File: config.mk
export PLATFORM = sky130hd
export DESIGN_NAME = dns_query_name_extractor
export DESIGN_NICKNAME = d
export VERILOG_FILES = /design/src/sv/dqn_pkg.sv /design/src/sv/dqn_parser.sv /design/src/sv/dqn_queue.sv /design/src/sv/dns_query_name_extractor.sv
export SDC_FILE = /design/constraint.sdc
export NUM_CORES = 1
export LEC_CHECK = 0
export BUFFER_PORTS_ARGS = -buffer_cell sky130_fd_sc_hd__buf_2
export CORE_AREA = 2 2 224 226
export DETAILED_ROUTE_END_ITERATION = 10
export DIE_AREA = 0 0 226 228
export GPL_TIMING_DRIVEN = 0
export HOLD_SLACK_MARGIN = 0.03
export PLACE_DENSITY = 0.72
export SLEW_MARGIN = 30
export SYNTH_ARGS = -nofsm -noshare
export SYNTH_HDL_FRONTEND = slang
export SYNTH_SLANG_ARGS = --single-unit
File: constraint.sdc
create_clock -name clk -period 15.8 [get_ports clk]
set_input_delay 3.95 -clock clk [delete_from_list [all_inputs] [get_ports clk]]
set_output_delay 3.95 -clock clk [all_outputs]
set_load 0.03 [all_outputs]
File: src/sv/dqn_pkg.sv
// Shared types, constants and helper functions for the DNS query name extractor.
package dqn_pkg;

	// Frame byte counter: saturates at MAX_FRAME_BYTES, so it must hold that value.
	localparam int MAX_FRAME_BYTES = 2048;
	localparam int POS_W           = $clog2(MAX_FRAME_BYTES + 1);

	// Result queue between parser and output side (depth must be a power of two).
	localparam int QDEPTH = 4;
	localparam int QPTR_W = $clog2(QDEPTH);
	localparam int QCNT_W = $clog2(QDEPTH + 1);

	// Protocol constants
	localparam logic [15:0] ETHERTYPE_IPV4 = 16'h0800;
	localparam logic [7:0]  IP_PROTO_UDP   = 8'd17;
	localparam logic [15:0] DNS_PORT_RESET = 16'd53;
	localparam logic [7:0]  DNS_QR_MASK    = 8'h80;  // QR is bit 15 of the flags word
	localparam logic [7:0]  ZERO_LABEL     = 8'h00;
	localparam logic [7:0]  DOT_CHAR       = 8'h2E;

	// Fixed byte offsets inside the headers
	localparam int ETH_TYPE_LO   = 13;
	localparam int IP_START      = 14;
	localparam int IP_PROTO_OFS  = 9;
	localparam int IP_SRC_FIRST  = 12;
	localparam int IP_SRC_LAST   = 15;
	localparam int IP_DST_FIRST  = 16;
	localparam int IP_DST_LAST   = 19;
	localparam int IHL_MIN       = 5;
	localparam int UDP_SPORT_LO  = 1;
	localparam int UDP_DPORT_LO  = 3;
	localparam int UDP_LAST      = 7;
	localparam int UDP_LEN       = 8;
	localparam int DNS_FLAGS_HI  = 2;
	localparam int DNS_HDR_LAST  = 11;

	typedef struct packed {
		logic [7:0] frame_byte;
		logic       frame_end;
	} frame_t;

	typedef struct packed {
		logic [7:0]  name_char;
		logic        name_done;
		logic        truncated;
		logic [31:0] source_ip;
		logic [31:0] dest_ip;
		logic [15:0] source_port;
		logic [15:0] dest_port;
	} result_t;

	// Up to two result words written into the queue per accepted byte
	typedef struct packed {
		logic [1:0] count;
		result_t    r0;
		result_t    r1;
	} push_bus_t;

	typedef enum logic [5:0] {
		PH_ETH  = 6'b000001,
		PH_IP   = 6'b000010,
		PH_UDP  = 6'b000100,
		PH_DNSH = 6'b001000,
		PH_NAME = 6'b010000,
		PH_SKIP = 6'b100000
	} phase_t;

	function automatic result_t char_word(input logic [7:0] ch);
		result_t r;
		r           = '0;
		r.name_char = ch;
		return r;
	endfunction

	function automatic result_t end_word(input logic trunc, input logic [31:0] sip,
		input logic [31:0] dip, input logic [15:0] sport, input logic [15:0] dport);
		result_t r;
		r.name_char   = 8'h00;
		r.name_done   = 1'b1;
		r.truncated   = trunc;
		r.source_ip   = sip;
		r.dest_ip     = dip;
		r.source_port = sport;
		r.dest_port   = dport;
		return r;
	endfunction

endpackage

File: src/sv/dqn_parser.sv
// Front end: header classification and query name decoding, one byte per cycle while accept is high.
module dqn_parser import dqn_pkg::*; (
	input  logic        clk,
	input  logic        arst_n,
	input  frame_t      frame,
	input  logic        accept,
	input  logic [15:0] dns_port,
	output push_bus_t   bus
);

	logic [POS_W-1:0] pos_q, pos_nx;
	phase_t           phase_q, phase_nx;
	logic [3:0]       hw_q, hw_nx;
	logic [31:0]      sip_q, sip_nx, dip_q, dip_nx;
	logic [15:0]      sport_q, sport_nx, dport_q, dport_nx;
	logic [7:0]       rem_q, rem_nx;
	logic             first_q, first_nx;
	logic [7:0]       prev_q, prev_nx;

	logic [7:0]       b;
	logic [POS_W-1:0] udp0, rel_ip, rel_udp, rel_dns, ip_last;
	result_t          r0, r1;
	logic [1:0]       n;

	assign b       = frame.frame_byte;
	assign udp0    = POS_W'(IP_START) + POS_W'({hw_q, 2'b00});
	assign ip_last = POS_W'({hw_q, 2'b00}) - POS_W'(1);
	assign rel_ip  = pos_q - POS_W'(IP_START);
	assign rel_udp = pos_q - udp0;
	assign rel_dns = pos_q - udp0 - POS_W'(UDP_LEN);

	// Next state and results for the byte on the input
	always_comb begin
		pos_nx   = pos_q;
		phase_nx = phase_q;
		hw_nx    = hw_q;
		sip_nx   = sip_q;
		dip_nx   = dip_q;
		sport_nx = sport_q;
		dport_nx = dport_q;
		rem_nx   = rem_q;
		first_nx = first_q;
		prev_nx  = prev_q;
		r0       = '0;
		r1       = '0;
		n        = 2'd0;

		if (pos_q < POS_W'(MAX_FRAME_BYTES)) begin
			case (phase_q)
				PH_ETH: begin
					if (pos_q == POS_W'(ETH_TYPE_LO))
						phase_nx = ({prev_q, b} == ETHERTYPE_IPV4) ? PH_IP : PH_SKIP;
				end
				PH_IP: begin
					if (rel_ip == '0) begin
						hw_nx = b[3:0];
						if (b[3:0] < 4'(IHL_MIN)) phase_nx = PH_SKIP;
					end else if (rel_ip == POS_W'(IP_PROTO_OFS) && b != IP_PROTO_UDP) begin
						phase_nx = PH_SKIP;
					end else begin
						if (rel_ip >= POS_W'(IP_SRC_FIRST) && rel_ip <= POS_W'(IP_SRC_LAST))
							sip_nx = {sip_q[23:0], b};
						if (rel_ip >= POS_W'(IP_DST_FIRST) && rel_ip <= POS_W'(IP_DST_LAST))
							dip_nx = {dip_q[23:0], b};
						if (rel_ip == ip_last) phase_nx = PH_UDP;
					end
				end
				PH_UDP: begin
					if (rel_udp <= POS_W'(UDP_SPORT_LO))
						sport_nx = {sport_q[7:0], b};
					else if (rel_udp <= POS_W'(UDP_DPORT_LO))
						dport_nx = {dport_q[7:0], b};
					if (rel_udp == POS_W'(UDP_DPORT_LO) && {dport_q[7:0], b} != dns_port)
						phase_nx = PH_SKIP;
					else if (rel_udp == POS_W'(UDP_LAST))
						phase_nx = PH_DNSH;
				end
				PH_DNSH: begin
					if (rel_dns == POS_W'(DNS_FLAGS_HI) && (b & DNS_QR_MASK) != 8'h00)
						phase_nx = PH_SKIP;
					else if (rel_dns == POS_W'(DNS_HDR_LAST))
						phase_nx = PH_NAME;
				end
				PH_NAME: begin
					if (rem_q == 8'd0) begin
						if (b == ZERO_LABEL) begin
							r0       = end_word(1'b0, sip_q, dip_q, sport_q, dport_q);
							n        = 2'd1;
							phase_nx = PH_SKIP;
						end else begin
							if (!first_q) begin
								r0 = char_word(DOT_CHAR);
								n  = 2'd1;
							end
							first_nx = 1'b0;
							rem_nx   = b;
						end
					end else begin
						r0     = char_word(b);
						n      = 2'd1;
						rem_nx = rem_q - 8'd1;
					end
				end
				default: ;
			endcase
			pos_nx  = pos_q + POS_W'(1);
			prev_nx = b;
		end

		// Frame end: close an open name, then restart for the next frame
		if (frame.frame_end) begin
			if (phase_nx == PH_NAME) begin
				if (n == 2'd0) r0 = end_word(1'b1, sip_q, dip_q, sport_q, dport_q);
				else           r1 = end_word(1'b1, sip_q, dip_q, sport_q, dport_q);
				n = n + 2'd1;
			end
			pos_nx   = '0;
			phase_nx = PH_ETH;
			hw_nx    = '0;
			sip_nx   = '0;
			dip_nx   = '0;
			sport_nx = '0;
			dport_nx = '0;
			rem_nx   = '0;
			first_nx = 1'b1;
			prev_nx  = '0;
		end
	end

	assign bus.count = accept ? n : 2'd0;
	assign bus.r0    = r0;
	assign bus.r1    = r1;

	// Parser state
	always_ff @(posedge clk or negedge arst_n) begin
		if (!arst_n) begin
			pos_q   <= '0;
			phase_q <= PH_ETH;
			hw_q    <= '0;
			sip_q   <= '0;
			dip_q   <= '0;
			sport_q <= '0;
			dport_q <= '0;
			rem_q   <= '0;
			first_q <= 1'b1;
			prev_q  <= '0;
		end else if (accept) begin
			pos_q   <= pos_nx;
			phase_q <= phase_nx;
			hw_q    <= hw_nx;
			sip_q   <= sip_nx;
			dip_q   <= dip_nx;
			sport_q <= sport_nx;
			dport_q <= dport_nx;
			rem_q   <= rem_nx;
			first_q <= first_nx;
			prev_q  <= prev_nx;
		end
	end

endmodule

File: src/sv/dqn_queue.sv
// Back end: result queue taking up to two words per cycle and giving one per pop.
module dqn_queue import dqn_pkg::*; (
	input  logic      clk,
	input  logic      arst_n,
	input  push_bus_t wr,
	input  logic      pop,
	output logic      full,
	output logic      empty,
	output result_t   head
);

	result_t           mem_q [QDEPTH];
	logic [QPTR_W-1:0] wr_ptr_q, rd_ptr_q;
	logic [QCNT_W-1:0] cnt_q;
	logic              pop_ok;

	assign empty  = (cnt_q == '0);
	// Room for two words must remain, since one byte can give two results
	assign full   = (cnt_q > QCNT_W'(QDEPTH - 2));
	assign pop_ok = pop && !empty;
	assign head   = mem_q[rd_ptr_q];

	// Storage
	always_ff @(posedge clk) begin
		if (wr.count != 2'd0) mem_q[wr_ptr_q] <= wr.r0;
		if (wr.count == 2'd2) mem_q[wr_ptr_q + QPTR_W'(1)] <= wr.r1;
	end

	// Pointers and fill count
	always_ff @(posedge clk or negedge arst_n) begin
		if (!arst_n) begin
			wr_ptr_q <= '0;
			rd_ptr_q <= '0;
			cnt_q    <= '0;
		end else begin
			wr_ptr_q <= wr_ptr_q + QPTR_W'(wr.count);
			if (pop_ok) rd_ptr_q <= rd_ptr_q + QPTR_W'(1);
			cnt_q <= cnt_q + QCNT_W'(wr.count) - QCNT_W'(pop_ok);
		end
	end

endmodule

File: src/sv/dns_query_name_extractor.sv
// Top level of the DNS query name extractor: config register, parser and result queue.
//
// Frame bytes enter through a queue-style port: a word is taken on a rising
// edge with push high and full low, frame_end marking the last byte.
// Results leave the same way: the oldest word sits on result while empty is
// low and is taken on an edge with pop high. Each name character (and each
// dot between labels) is one word; a closing word with name_done set carries
// the addresses and ports, with truncated set if the frame ended in the name.
// The dns_port register is written over cfg_valid/cfg_ready; ready is always
// high and writes belong between frames.
// Throughput: one byte per cycle while full is low, set by the parser's single state update.
// A result is written into the queue on the edge that takes its byte and reaches result once older words are popped.
// The result queue holds four words; full rises once fewer than two are free,
// so a stalled receiver backs up into the byte side.
// Reset clears the parser to the Ethernet header, empties the queue and
// loads dns_port with 53.
module dns_query_name_extractor import dqn_pkg::*; (
	input  logic        clk,
	input  logic        arst_n,
	input  frame_t      frame,
	input  logic        push,
	output logic        full,
	output result_t     result,
	output logic        empty,
	input  logic        pop,
	input  logic        cfg_valid,
	output logic        cfg_ready,
	input  logic [15:0] cfg_data
);

	logic [15:0] dns_port_q;
	logic        accept;
	push_bus_t   bus;

	assign cfg_ready = 1'b1;
	assign accept    = push && !full;

	// Configuration register
	always_ff @(posedge clk or negedge arst_n) begin
		if (!arst_n) begin
			dns_port_q <= DNS_PORT_RESET;
		end else if (cfg_valid && cfg_ready) begin
			dns_port_q <= cfg_data;
		end
	end

	dqn_parser u_parser (
		.clk      (clk),
		.arst_n   (arst_n),
		.frame    (frame),
		.accept   (accept),
		.dns_port (dns_port_q),
		.bus      (bus)
	);

	dqn_queue u_queue (
		.clk    (clk),
		.arst_n (arst_n),
		.wr     (bus),
		.pop    (pop),
		.full   (full),
		.empty  (empty),
		.head   (result)
	);

endmodule

* Word level (Yosys, flattened, before mapping)
Memories as Yosys holds them, arrays and structs flattened.
Cells that the tools add are included.
** Storage, ports and cells
- Register bits :: 158
- Memory bits (writable) :: 424
- Bits of input ports :: 30
- Output and inout bits :: 109
- Logic and storage cells :: 169
- Memories kept :: 1
** Memories
- u_queue.mem_q :: depth 4, bits a word 106, rd ports 1, clocked after memory_dff 0, wr ports 2, RTL line dqn_queue.sv:12 : result_t mem_q [QDEPTH];
** Cells by class
- Add/sub/neg operators :: 13
- Magnitude comparators :: 9
- Equality and inequality tests :: 22
- Muxes and demuxes :: 77
- Reduce and logical (&&, ||, !) cells :: 33
** Operator list (number)
- 106-bit 2-to-1 mux :: 9
- 32-bit 2-to-1 mux :: 12
- 16-bit 2-to-1 mux :: 9
- 104-bit 2-to-1 mux :: 1
- 98-bit 2-to-1 mux :: 1
- 6-bit 2-to-1 mux :: 14
- 8-bit 2-to-1 mux :: 7
- 12-bit by 4-bit equality test with 1-bit output (second input constant) :: 3
- 6-bit one-hot mux with 5 select lines :: 1
- 12-bit by 2-bit equality test with 1-bit output (second input constant) :: 2
- 12-bit 2-to-1 mux :: 2
- 12-bit by 4-bit subtractor with 12-bit output (second input constant) :: 2
- 2-bit nonzero test :: 11
- 16-bit by 12-bit equality test with 1-bit output (second input constant) :: 1
- 8-bit logical NOT :: 2
- 4-bit 2-to-1 mux :: 4
- 16-bit != test :: 1
- 2-bit 2-to-1 mux :: 7
- 12-bit by 1-bit adder with 12-bit output (second input constant) :: 1
- 12-bit equality test :: 1
- 12-bit by 3-bit equality test with 1-bit output (second input constant) :: 1
- 6-bit by 5-bit equality test with 1-bit output (second input constant) :: 2
- 12-bit by 4-bit greater-or-equal comparator with 1-bit output (second input constant) :: 1
- 12-bit by 5-bit greater-or-equal comparator with 1-bit output (second input constant) :: 1
- 33 further kinds :: 58

* Longest topological paths before layout
- Word-level depth :: 15
- Mapped depth :: 23
- Depth with buffers taken out :: 21

* Hierarchy
A second synthesis with hierarchy kept.
** Unflattened totals
- Cell total of the unflattened synthesis :: 2164
- Area total of the unflattened synthesis :: 30837.1 µm²
** By module, submodules not included
- dqn_queue :: times used 1, cells an instance 1067, area each 20739.9 µm², seq. area each 12907.4 µm²
- dqn_parser :: times used 1, cells an instance 1060, area each 9425.3 µm², seq. area each 3380.7 µm²
- dns_query_name_extractor :: times used 1, cells an instance 37, area each 671.9 µm², seq. area each 405.4 µm²

* Worst setup path after synthesis
No wires, ideal clock.
- Path type :: input to register
- Start point :: in frame[8] in the netlist's numbering
- End point :: mem u_queue.mem_q[3][0] in the netlist's numbering (enable)
- Setup time :: 0.915 ns
- Arrival :: 8.703 ns
- Data required time :: 14.885 ns
- Setup slack :: 6.182 ns
- Cell stages on the path :: 17
- Path buffers :: 3
- Path through :: clkbuf_1 -> nor4_1 -> nand3_1 -> inv_1 -> and3_1 -> o22ai_1 -> a21oi_1 -> nand2_1 -> nor3_2 -> and2_1 -> ha_1 -> nor3_1 -> a211oi_1 -> nand3_1 -> clkbuf_1 -> clkbuf_1 -> nand2_1
** RTL lines
- start, declared :: RTL line dns_query_name_extractor.sv:20 : input frame_t frame,
- end, declared :: RTL line dqn_queue.sv:12

==> results.yml <==
status:
  status: "complete, no violations"
sta:
  whs_ps: 482
  finalCriticalPeriod_ps: 8970
  hold_viol: 0
  setup_viol: 0
  fmax_mhz: 111
  slew_violations: 0
  fin_crit_sh_pct: 56.8
  rsz0062_at_grt: "false"
  worst_slew_pin_slew_ps: 977
  relSlewSlack_pct: 34.9
  finClkSkew_ps: 27.7
  tns_ps: 0
clock_tree:
  cts_root_buffer: "clkbuf_16"
  cts_buffer_depth: 3
  cts_buffers: 58
  clk_pin_slew_ps: 60
  cts_setup_buffers: 0
  cts_tree: "yes"
  htree_levels: 2
  clk_latency_ps: 630
  cts.hold.buffers_added: 0
  cts.sink_count: 582
  ctsResizeCount: 0
die:
  die_x_um: 226
  dieArea_um2: 51500
  rows: 82
  core_region_area_um2: 49300
  die_h_um: 228
  start_util_pct: 54.4
  ios: 139
synth:
  yosysMostFrequentCell: "edfxtp_1"
  syn_inst: 2010
  ys_seq_elements: 582
  synth_flop_cell: "edfxtp_1"
  synth_edf_count: 392
  syn_area_um2: 26800
  ys_async_sr_fraction_pct: 27.1
  synthTopCellsByCount: "edfxtp_1 (392), nand2_1 (193), nor2b_1 (186), dfrtp_1 (152), o21ai_0 (139)"
  synth_top_area_share_pct: 43.8
  synthTopCellsByArea: "edfxtp_1 (44%), dfrtp_1 (14%), mux4_2 (8.9%), nor2b_1 (4.3%), nor2b_2 (3.5%)"
  syn_avg_cell_area_um2: 13.4
  synth_warnings: 0
  syn_nets: 2062
  synth_largest_area_cell: "edfxtp_1"
  synthDistinctLibCells: 80
  seq_area_frac_synth_pct: 61.0
pwr:
  p_seq_share_pct: 38.5
  p_comb_share_pct: 32.3
  leakagePower_nw: 11.0
  intPower_mw: 3.20
  power.share.clock_pct: 29.2
  switching_share_pct: 34.8
  peakVddDrop_v: 0.000102
  powerDensity_nw_per_um2: 160
  netSwitchingPower_mw: 1.70
layout:
  nNetsFinal: 2263
  layout-drive-gt1-share_pct: 23.3
  area_delta_synth_final_pct: 14.1
  diodes: 0
  final_cells: 2932
  final_util_pct: 62.1
  stdcell_area_um2: 30600
worst_setup_path:
  critPathKind: "in -> reg"
  start_kind: "primary input"
  crit_required_ps: 16100
  cp-end-kind: "flip-flop"
  cp_max_fo: 35
  worst_ep_arrival_time_ps: 9270
routing:
  wl_per_cell_um: 22.6
  drt_iter0_drc: 1444
  num_vias: 17200
  via_per_inst: 5.85
  drtAntennaViolNets: 0
  drc: 0
  drt_first_pass_iters: 7
  routed_wl_um: 66400
global_routing:
  track_usage_pct: 26.3
  top_usage_layer: "met2"
  antenna_found_initial: 0
  grt.met3_usage_pct: 4.70
  grt-ovfl-total: 0
  grt_first_pass_wirelength_um: 102000
  gr-usage-met2_pct: 43.9
  grt_use_met1_pct: 35.4
  grt_pass1_vias: 17600
  grt_max_degree: 71
place:
  placed_cells: 2823
  dpl.hpwl_um: 43700
  place_congestion: 0.911
  postPlaceCellArea_um2: 28600
  io_buffers: 131
hold_path:
  hp-class: "reg -> reg"
flow_run:
  cap_violations: 0
[area by class of cell]
class                           instances  area, um2
Timing Repair Buffer                  141        896
Tap cell                              672        841
Clock buffer                           92       1730
Fill cell                            3708      18700
Inverter                               28        105
Clock inverter                         17        265
Sequential cell                       582      16400
Buffer                                133        673
Multi-Input combinational cell       1267       9750
[routing by layer]
metal  part of all wire, %  up-vias
met5                     0        -
met4                   2.9        0
met3                   6.7      115
met2                    50      615
met1                    40     8738
li1                      -     7692
[sequential cells by signal, indices dropped and copies added, names as in the netlist]
signal            cells
dns_port_q           16
u_parser.dip_q       32
u_parser.dport_q     16
u_parser.first_q      1
u_parser.hw_q         4
u_parser.phase_q      6
u_parser.pos_q       12
u_parser.prev_q       8
u_parser.rem_q        8
u_parser.sip_q       32
u_parser.sport_q     16
u_queue.cnt_q         3
u_queue.mem_q       424
u_queue.rd_ptr_q      2
u_queue.wr_ptr_q      2
[cells in the final DEF (no fill, tap or decap), types with 10 or more instances in the layout]
| cell | n |
|---|---|
| dfxtp_1 | 32 |
| xor2_1 | 29 |
| nand4_1 | 16 |
| a21oi_1 | 27 |
| nor2b_1 | 186 |
| dfrtp_1 | 152 |
| nor3_1 | 22 |
| mux2_2 | 19 |
| nor2_1 | 58 |
| a22o_1 | 24 |
| clkbuf_2 | 12 |
| clkbuf_1 | 107 |
| and2_1 | 101 |
| nand2_1 | 189 |
| nor2b_2 | 107 |
| nor4_1 | 13 |
| ha_1 | 20 |
| nand2b_1 | 12 |
| mux4_2 | 106 |
| xnor2_1 | 24 |
| and3_1 | 10 |
| clkbuf_8 | 15 |
| buf_2 | 134 |
| inv_1 | 26 |
| nand3_1 | 46 |
| o21ai_0 | 139 |
| clkbuf_16 | 58 |
| buf_6 | 20 |
| edfxtp_1 | 392 |
[path summary, 6_finish.rpt]
kind | start | to | slack [ps] | cells past startpoint
min in group asynchronous | arst_n | u_queue.cnt_q[0] | 3210 | 1
setup / recovery | frame[8] | u_queue.mem_q[3][90] | 6830 | 17
setup reg to reg | u_parser.hw_q[0] | u_queue.mem_q[3][90] | 8770 | 22
hold reg to reg | u_queue.mem_q[1][102] | u_queue.mem_q[1][102] | 480 | 2
hold / removal | u_queue.mem_q[1][102] | u_queue.mem_q[1][102] | 480 | 2
max in group asynchronous | arst_n | dns_port_q[4] | 11550 | 3
[through the flow]
stage               setup WS (ps)  total power [mW]
finish                       6830              4.90
global route                 6410              5.11
CTS                          6940              4.93
detailed placement           6310              3.50
global placement             3170              3.47
floorplan                    6180              3.02
[power groups by stage]
stage / sequential [mW] / combinational [mW] / clock [mW]
after detailed placement: 1.92 / 1.58 / 0
final: 1.89 / 1.58 / 1.43
after global routing: 1.91 / 1.70 / 1.51
after floorplan: 1.85 / 1.17 / 0
after global placement: 1.91 / 1.56 / 0
after CTS: 1.89 / 1.59 / 1.45
[logic make-up (layout without fill, tap and decap cells)]
family,after synthesis,count (layout),share of synthesized area [%]
AND/OR/NAND/NOR,793,793,17.0
flip-flops,582,582,61.0
AO/OA/AOI/OAI,269,269,6.46
buffers and inverters,161,411,2.86
multiplexers,129,129,9.84
XOR/XNOR,53,53,1.73
adder cells (fa/ha/maj),22,22,1.08
other,1,1,0.0140
[worst max-delay path, stage by stage]
cell	delay, ps
clkbuf_1	540
nor4_1	180
nand3_1	190
nor2_1	90
o21ai_1	480
mux2i_1	170
nor3_2	660
and2_1	260
ha_1	180
nor3_1	60
a211oi_1	410
nand3_1	220
clkbuf_1	300
clkbuf_1	350
nand2_4	540
buf_12	320
buf_12	270
Power figures use the tool's default switching activity.
